[config.mk]
export PLATFORM = sky130hd
export DESIGN_NAME = lru_handle_slot_cache
export DESIGN_NICKNAME = d
export VERILOG_FILES = /design/src/lhsc_pkg.sv /design/src/lhsc_cmp_unit.sv /design/src/lru_handle_slot_cache.sv
export SDC_FILE = /design/constraint.sdc
export NUM_CORES = 2
export LEC_CHECK = 0
export ABC_AREA = 1
export BUFFER_PORTS_ARGS = -buffer_cell sky130_fd_sc_hd__buf_2
export CAP_MARGIN = 5
export CORE_AREA = 2 2 493 495
export DETAILED_ROUTE_END_ITERATION = 8
export DIE_AREA = 0 0 495 497
export PLACE_DENSITY = 0.55
export SETUP_SLACK_MARGIN = 0.1
export SYNTH_ARGS = -nofsm -noshare
export SYNTH_HDL_FRONTEND = slang
export SYNTH_HIERARCHICAL = 1
export SYNTH_SLANG_ARGS = --single-unit
[constraint.sdc]
create_clock -name clock -period 13.45 [get_ports clock]
set_input_delay 1.345 -clock clock [delete_from_list [all_inputs] [get_ports clock]]
set_output_delay 1.345 -clock clock [all_outputs]
set_load 0.1 [all_outputs]
[src/lhsc_pkg.sv]
// -----------------------------------------------------------------------------
// lhsc_pkg
// shared types and codes for the handle slot cache: table entry layout,
// compare unit result, request modes and response status codes
// -----------------------------------------------------------------------------
package lhsc_pkg;

   localparam int GROUP_W  = 16;
   localparam int FILE_W   = 16;
   localparam int TIME_W   = 32;
   localparam int MODE_W   = 2;
   localparam int STATUS_W = 3;
   localparam int SLOT_W   = 5;
   localparam int CLOSED_W = 32;

   // request modes
   localparam logic [MODE_W-1:0] MODE_CHECKOUT    = 2'd0;
   localparam logic [MODE_W-1:0] MODE_LOOKUP      = 2'd1;
   localparam logic [MODE_W-1:0] MODE_CLOSE_FILE  = 2'd2;
   localparam logic [MODE_W-1:0] MODE_CLOSE_GROUP = 2'd3;

   // response status codes
   localparam logic [STATUS_W-1:0] STATUS_HIT         = 3'd0;
   localparam logic [STATUS_W-1:0] STATUS_OPENED      = 3'd1;
   localparam logic [STATUS_W-1:0] STATUS_NOT_FOUND   = 3'd2;
   localparam logic [STATUS_W-1:0] STATUS_OPEN_FAILED = 3'd3;
   localparam logic [STATUS_W-1:0] STATUS_CLOSED      = 3'd4;

   typedef struct packed {
      logic [GROUP_W-1:0] group_id;
      logic [FILE_W-1:0]  file_number;
      logic [TIME_W-1:0]  last_used;
   } entry_type;

   typedef struct packed {
      logic key_hit;
      logic group_hit;
      logic older;
   } cmp_type;

endpackage

[src/lhsc_cmp_unit.sv]
// -----------------------------------------------------------------------------
// lhsc_cmp_unit
// shared compare unit: checks one table entry against the request key and
// against the oldest time seen so far in the scan
// -----------------------------------------------------------------------------
module lhsc_cmp_unit (
   input  lhsc_pkg::entry_type             entry,
   input  logic                            entry_open,
   input  logic [lhsc_pkg::GROUP_W-1:0]    group_id,
   input  logic [lhsc_pkg::FILE_W-1:0]     file_number,
   input  logic [lhsc_pkg::TIME_W-1:0]     best_time,
   output lhsc_pkg::cmp_type               result
);
   import lhsc_pkg::*;

   logic group_eq;

   assign group_eq         = (entry.group_id == group_id);
   assign result.group_hit = entry_open & group_eq;
   assign result.key_hit   = entry_open & group_eq & (entry.file_number == file_number);
   assign result.older     = (entry.last_used < best_time);

endmodule

[src/lru_handle_slot_cache.sv]
// -----------------------------------------------------------------------------
// lru_handle_slot_cache
// fully associative table of open-handle slots with least recently used
// replacement; one shared compare unit walks the table one slot a cycle
// -----------------------------------------------------------------------------
// sequence: the scan state issues a read of each slot in turn and evaluates the
// slot read before it, then the result state registers the response and the strobe;
// a new word is taken only once the block is back in idle, not during a scan
// busy is high from the accepting edge until the strobe cycle; no stall on rsp
// reset: synchronous, clears all open bits and the sequencer, no clearing pass
// -----------------------------------------------------------------------------
module lru_handle_slot_cache #(
   parameter int SLOTS = 32
) (
   input  logic                              clock,
   input  logic                              reset,
   input  logic                              start,
   output logic                              busy,
   input  logic [lhsc_pkg::MODE_W-1:0]       req_mode,
   input  logic [lhsc_pkg::GROUP_W-1:0]      req_group_id,
   input  logic [lhsc_pkg::FILE_W-1:0]       req_file_number,
   input  logic                              req_want_write,
   input  logic [lhsc_pkg::TIME_W-1:0]       req_now,
   input  logic                              req_open_ok,
   output logic                              rsp_valid,
   output logic [lhsc_pkg::STATUS_W-1:0]     rsp_status,
   output logic [lhsc_pkg::SLOT_W-1:0]       rsp_slot,
   output logic [lhsc_pkg::CLOSED_W-1:0]     rsp_closed_slots,
   output logic                              rsp_flush_needed
);
   import lhsc_pkg::*;

   localparam int IDX_W = $clog2(SLOTS);
   localparam int CNT_W = $clog2(SLOTS + 1);

   typedef enum logic [1:0] {ST_IDLE, ST_SCAN, ST_DONE} state_type;

   state_type state_ff, state_in;

   // latched request
   logic [MODE_W-1:0]  mode_ff, mode_in;
   logic [GROUP_W-1:0] group_ff, group_in;
   logic [FILE_W-1:0]  file_ff, file_in;
   logic               want_write_ff, want_write_in;
   logic [TIME_W-1:0]  now_ff, now_in;
   logic               open_ok_ff, open_ok_in;

   // slot status bits
   logic [SLOTS-1:0] open_ff, open_in;
   logic [SLOTS-1:0] writable_ff, writable_in;

   // scan sequencer
   logic [CNT_W-1:0] cnt_ff, cnt_in;
   logic             ev_valid_ff, ev_valid_in;
   logic [IDX_W-1:0] ev_idx_ff, ev_idx_in;

   // scan trackers
   logic               found_ff, found_in;
   logic [IDX_W-1:0]   match_idx_ff, match_idx_in;
   logic               free_found_ff, free_found_in;
   logic [IDX_W-1:0]   free_idx_ff, free_idx_in;
   logic               first_ff, first_in;
   logic [IDX_W-1:0]   best_idx_ff, best_idx_in;
   logic [TIME_W-1:0]  best_time_ff, best_time_in;
   logic [CLOSED_W-1:0] closed_ff, closed_in;

   // response registers
   logic                rsp_valid_ff, rsp_valid_in;
   logic [STATUS_W-1:0] rsp_status_ff, rsp_status_in;
   logic [SLOT_W-1:0]   rsp_slot_ff, rsp_slot_in;
   logic [CLOSED_W-1:0] rsp_closed_ff, rsp_closed_in;
   logic                rsp_flush_ff, rsp_flush_in;

   // entry memory
   entry_type        mem [SLOTS];
   entry_type        rd_data_ff;
   logic             rd_en;
   logic [IDX_W-1:0] rd_addr;
   logic             mem_we;
   logic [IDX_W-1:0] mem_waddr;
   entry_type        mem_wdata;

   cmp_type          cmp;
   logic             hit_ok;
   logic [IDX_W-1:0] target;

   lhsc_cmp_unit u_cmp (
      .entry       (rd_data_ff),
      .entry_open  (open_ff[ev_idx_ff]),
      .group_id    (group_ff),
      .file_number (file_ff),
      .best_time   (best_time_ff),
      .result      (cmp)
   );

   assign rd_en   = (state_ff == ST_SCAN) && (cnt_ff < CNT_W'(SLOTS));
   assign rd_addr = cnt_ff[IDX_W-1:0];

   always_ff @(posedge clock) begin
      if (mem_we) begin
         mem[mem_waddr] <= mem_wdata;
      end
      if (rd_en) begin
         rd_data_ff <= mem[rd_addr];
      end
   end

   assign hit_ok = found_ff && !(want_write_ff && !writable_ff[match_idx_ff]);
   assign target = found_ff ? match_idx_ff : (free_found_ff ? free_idx_ff : best_idx_ff);

   always_comb begin
      state_in      = state_ff;
      mode_in       = mode_ff;
      group_in      = group_ff;
      file_in       = file_ff;
      want_write_in = want_write_ff;
      now_in        = now_ff;
      open_ok_in    = open_ok_ff;
      open_in       = open_ff;
      writable_in   = writable_ff;
      cnt_in        = cnt_ff;
      ev_valid_in   = 1'b0;
      ev_idx_in     = ev_idx_ff;
      found_in      = found_ff;
      match_idx_in  = match_idx_ff;
      free_found_in = free_found_ff;
      free_idx_in   = free_idx_ff;
      first_in      = first_ff;
      best_idx_in   = best_idx_ff;
      best_time_in  = best_time_ff;
      closed_in     = closed_ff;
      rsp_valid_in  = 1'b0;
      rsp_status_in = rsp_status_ff;
      rsp_slot_in   = rsp_slot_ff;
      rsp_closed_in = rsp_closed_ff;
      rsp_flush_in  = rsp_flush_ff;
      mem_we        = 1'b0;
      mem_waddr     = match_idx_ff;
      mem_wdata     = '{group_id: group_ff, file_number: file_ff, last_used: now_ff};

      unique case (state_ff)
         ST_IDLE: begin
            if (start) begin
               mode_in       = req_mode;
               group_in      = req_group_id;
               file_in       = req_file_number;
               want_write_in = req_want_write;
               now_in        = req_now;
               open_ok_in    = req_open_ok;
               cnt_in        = '0;
               found_in      = 1'b0;
               free_found_in = 1'b0;
               first_in      = 1'b1;
               closed_in     = '0;
               state_in      = ST_SCAN;
            end
         end
         ST_SCAN: begin
            // read of slot cnt is issued now, slot cnt-1 is evaluated now
            if (cnt_ff < CNT_W'(SLOTS)) begin
               ev_valid_in = 1'b1;
               ev_idx_in   = cnt_ff[IDX_W-1:0];
               cnt_in      = cnt_ff + CNT_W'(1);
            end else begin
               state_in = ST_DONE;
            end
            if (ev_valid_ff) begin
               if (cmp.key_hit && !found_ff) begin
                  found_in     = 1'b1;
                  match_idx_in = ev_idx_ff;
               end
               if (!open_ff[ev_idx_ff] && !free_found_ff) begin
                  free_found_in = 1'b1;
                  free_idx_in   = ev_idx_ff;
               end
               // strictly older wins, so ties stay with the lowest index
               if (first_ff || cmp.older) begin
                  first_in     = 1'b0;
                  best_idx_in  = ev_idx_ff;
                  best_time_in = rd_data_ff.last_used;
               end
               if (mode_ff == MODE_CLOSE_GROUP && cmp.group_hit) begin
                  open_in[ev_idx_ff] = 1'b0;
                  closed_in = closed_ff | (CLOSED_W'(1) << ev_idx_ff);
               end
            end
         end
         ST_DONE: begin
            state_in      = ST_IDLE;
            rsp_valid_in  = 1'b1;
            rsp_status_in = STATUS_NOT_FOUND;
            rsp_slot_in   = '0;
            rsp_closed_in = '0;
            rsp_flush_in  = 1'b0;
            unique case (mode_ff)
               MODE_CHECKOUT: begin
                  if (hit_ok) begin
                     mem_we        = 1'b1;
                     rsp_status_in = STATUS_HIT;
                     rsp_slot_in   = SLOT_W'(match_idx_ff);
                  end else begin
                     mem_waddr   = target;
                     rsp_slot_in = SLOT_W'(target);
                     if (open_ff[target]) begin
                        open_in[target] = 1'b0;
                        rsp_closed_in   = CLOSED_W'(1) << target;
                     end
                     if (open_ok_ff) begin
                        open_in[target]     = 1'b1;
                        writable_in[target] = want_write_ff;
                        mem_we              = 1'b1;
                        rsp_status_in       = STATUS_OPENED;
                     end else begin
                        rsp_status_in = STATUS_OPEN_FAILED;
                     end
                  end
               end
               MODE_LOOKUP: begin
                  if (hit_ok) begin
                     mem_we        = 1'b1;
                     rsp_status_in = STATUS_HIT;
                     rsp_slot_in   = SLOT_W'(match_idx_ff);
                  end
               end
               MODE_CLOSE_FILE: begin
                  if (found_ff) begin
                     open_in[match_idx_ff] = 1'b0;
                     rsp_flush_in  = writable_ff[match_idx_ff];
                     rsp_closed_in = CLOSED_W'(1) << match_idx_ff;
                     rsp_status_in = STATUS_CLOSED;
                     rsp_slot_in   = SLOT_W'(match_idx_ff);
                  end
               end
               MODE_CLOSE_GROUP: begin
                  rsp_status_in = STATUS_CLOSED;
                  rsp_closed_in = closed_ff;
               end
               default: begin
               end
            endcase
         end
         default: begin
            state_in = ST_IDLE;
         end
      endcase
   end

   always_ff @(posedge clock) begin
      if (reset) begin
         state_ff     <= ST_IDLE;
         open_ff      <= '0;
         writable_ff  <= '0;
         ev_valid_ff  <= 1'b0;
         rsp_valid_ff <= 1'b0;
      end else begin
         state_ff     <= state_in;
         open_ff      <= open_in;
         writable_ff  <= writable_in;
         ev_valid_ff  <= ev_valid_in;
         rsp_valid_ff <= rsp_valid_in;
      end
      mode_ff       <= mode_in;
      group_ff      <= group_in;
      file_ff       <= file_in;
      want_write_ff <= want_write_in;
      now_ff        <= now_in;
      open_ok_ff    <= open_ok_in;
      cnt_ff        <= cnt_in;
      ev_idx_ff     <= ev_idx_in;
      found_ff      <= found_in;
      match_idx_ff  <= match_idx_in;
      free_found_ff <= free_found_in;
      free_idx_ff   <= free_idx_in;
      first_ff      <= first_in;
      best_idx_ff   <= best_idx_in;
      best_time_ff  <= best_time_in;
      closed_ff     <= closed_in;
      rsp_status_ff <= rsp_status_in;
      rsp_slot_ff   <= rsp_slot_in;
      rsp_closed_ff <= rsp_closed_in;
      rsp_flush_ff  <= rsp_flush_in;
   end

   assign busy             = (state_ff != ST_IDLE);
   assign rsp_valid        = rsp_valid_ff;
   assign rsp_status       = rsp_status_ff;
   assign rsp_slot         = rsp_slot_ff;
   assign rsp_closed_slots = rsp_closed_ff;
   assign rsp_flush_needed = rsp_flush_ff;

endmodule

==> impl_metrics.toml <==
[sta]
hold_violations = 0
drv_slew = 0
finalCriticalPeriod_ns = 5.176
worst_pin_slew_ns = 1.375
skew_ns = 0.05130
whs_ns = 0.4696
slew_headroom_pct = 8.119
tns_ns = 0
finalCritPeriodShare_pct = 38.48
timing.fmax_ghz = 0.1932
rsz0062_at_grt = "no"
setup_viol = 0

[finish]
stdcell_area_um2 = 107500
synthToLayoutAreaGrowth_pct = 12.35
fillerInstances = 21660
regArea_um2 = 70850
drive_above_1_share_pct = 9.355
multi_input_area_um2 = 21980
nets = 7780

[clock_tree]
hold_buffers = 0
ctsLongestPathBuffers = 3
clk_latency_ns = 0.91
clock-root-buffer = "clkbuf_16"
cts_resized = 0
post_cts_buffers = 0
htree_levels = 4
cts.sinks = 2382
clk_pin_slew_ns = 0.06
cts_buffers = 241
tritoncts = "done"

[place]
dpl_cell_area_um2 = 100000
dp_hpwl_um = 170400
io_buffer_count = 113
place_congestion = 0.9142

[route]
ant_nets = 0
vias = 64650
dr.pass1.iters = 8
route.detailed.vias_per_inst = 5.842
wl_um = 306100
first_iter_violations = 8874
drc = 0
routedWlPerCell_um = 27.65

[yosys]
synth-compound-area-share_pct = 11.75
ys_seq_area_share_pct = 74.04
synth_top_area_share_pct = 72.62
synth-main-ff-cell = "edfxtp_1"
synth_top_family_by_area = "compound AO/OA/AOI/OAI gates"
async_flop_share_pct = 0
syn_nets = 7741
synth_xor_area_share_pct = 0.2105
yosysUniqueCellTypes = 44
synth_area_um2 = 95690
yosys-top-cells-area = "edfxtp_1 (73%), o21ai_0 (5.9%), nor2_1 (5.3%)"
synth_edf_count = 2314
synth-adder-area-share_pct = 0.4576
yosysTopAreaCell = "edfxtp_1"
muxShareOfSynthArea_pct = 0
synthSimpleGateAreaFrac_pct = 10.23
avgSynthCellArea_um2 = 12.53
syn_inst = 7635
synth_seq_cells = 2382
yosys_warnings = 6

[global_route]
grt_pass1_vias = 60630
grt.overflow.total = 0
grt_max_degree = 178
grt_pass1_wl_um = 437700
antenna_found_initial = 11
grt_usage_pct = 24.26

[critical_path]
reg2reg_to = "mem[31][14]"
reg2reg_from = "found_ff"
ff2ff_setup_slack_ns = 8.27
cp_data_arrival_time_ns = 5.67
r2r_cells = 10
start_kind = "flop"
worstPathRequired_ns = 13.95
crit_type = "flop to flop"
cp_max_fo = 39
end_kind = "flop"

[outcome]
status = "finished, final reports clean"

[floorplanning]
dieArea_um2 = 246000
die_h_um = 497
num_rows = 180
chipWidth_um = 495
core_area_um2 = 240100
start_util_pct = 39.86
ioPinCount = 114

[min_path]
hp-class = "flop to flop"
holdPathStages = 0
whs_endpoint = "best_time_ff[9]"
hp-start = "rd_data_ff[9]"

[power]
power_density_nw_per_um2 = 170.6
ir_drop_mv = 0.1508
p_leak_nw = 35.54

[job]
cap_violations = 0
-- layer usage --
metal | track usage, % | up-vias | part of all wire [%]
met1 | 35.75 | 32850 | 43
met5 | 0 | - | 0.0042
met3 | 4.523 | 445 | 9.5
met4 | 6.853 | 2 | 2.8
met2 | 36.62 | 3216 | 45
li1 | - | 28140 | -
-- cell usage in the layout (no fill, tap or decap), drive strengths merged, types with 8 or more instances in the layout --
| cell type | instances |
|---|---|
| nor3 | 48 |
| o22ai | 335 |
| clkbuf | 298 |
| clkinvlp | 8 |
| ha | 35 |
| nand3 | 247 |
| edfxtp | 2314 |
| nor2 | 1353 |
| o221ai | 176 |
| a32oi | 28 |
| nand2 | 736 |
| clkinv | 123 |
| nand4 | 52 |
| o21ai | 1149 |
| buf | 302 |
| o211ai | 30 |
| bufinv | 13 |
| dfxtp | 68 |
| a22oi | 12 |
| inv | 289 |
| xnor2 | 20 |
| a31oi | 67 |
| a21oi | 155 |
-- state kept, by name (all words and copies together), names as in the netlist, 2 cells and up --
register and cells:
mem 2048, rd_data_ff 64, best_time_ff 32, closed_ff 32, now_ff 32, open_ff 32, rsp_closed_slots 32, writable_ff 32
file_ff 16, group_ff 16, cnt_ff 6, best_idx_ff 5, ev_idx_ff 5, free_idx_ff 5, match_idx_ff 5, rsp_slot 5
rsp_status 3, mode_ff 2, state_ff 2
-- Yosys cell counts (all sizes together), types with 30 or more instances --
library cell,instances
a31oi,67
nand3,247
nor2,1353
o221ai,176
ha,35
nand2,736
inv,282
edfxtp,2314
a21oi,155
nor3,48
clkbuf,377
dfxtp,68
o21ai,1149
buf,129
o22ai,335
nand4,52
o211ai,30
-- stage by stage --
step	power (mW)	utilization, %	setup WS (ns)	instances
final	18.34	44.78	8.274	11070
after global routing	18.95	44.78	8.063	11070
after CTS	18.39	44.78	8.373	11060
after detailed placement	12.00	41.66	8.451	10620
after floorplan	10.65	-	7.570	7635
after global placement	11.97	41.66	8.422	10620
-- kinds of logic after synthesis --
group	after synthesis
AND/OR/NAND/NOR	2441
buffers and inverters	790
XOR/XNOR	23
adder cells (fa/ha/maj)	35
AO/OA/AOI/OAI	1964
flip-flops	2382
-- critical path, stage by stage, from the launching register on --
cell,delay [ns]
edfxtp_1,0.60
inv_2,0.20
nand3_2,0.37
nand2_2,0.53
nand2_1,0.08
o21ai_0,0.26
inv_1,0.15
nor2_1,0.17
nand3_2,0.37
nor2_4,1.19
buf_4,0.75
-- layout make-up --
class	instances	share of cell area, %
clock inverters	149	1.123
inverters	284	1.039
clock buffers	298	5.847
repair buffers	302	1.927
flip-flops and latches	2382	65.90
multi-input cells	4463	20.45
diodes	4	0.009310
well taps	3185	3.707
-- power by group --
| part | internal (mW) | switching (mW) |
|---|---|---|
| clock | 3.56 | 2.88 |
| combinational | 0.789 | 2.62 |
| sequential | 8.39 | 0.104 |
-- worst max-delay path by stage --
stage	start	endpoint	slack, ns
6_report	found_ff	mem[31][14]	8.27
5_1_grt	found_ff	mem[31][14]	8.06
4_1_cts	found_ff	mem[31][14]	8.37
3_5_place_dp	found_ff	mem[31][15]	8.45
3_3_place_gp	found_ff	mem[29][31]	8.42
2_1_floorplan	state_ff[0]	mem[0][0]	7.57
No activity file was read; power rests on OpenSTA's default activity.
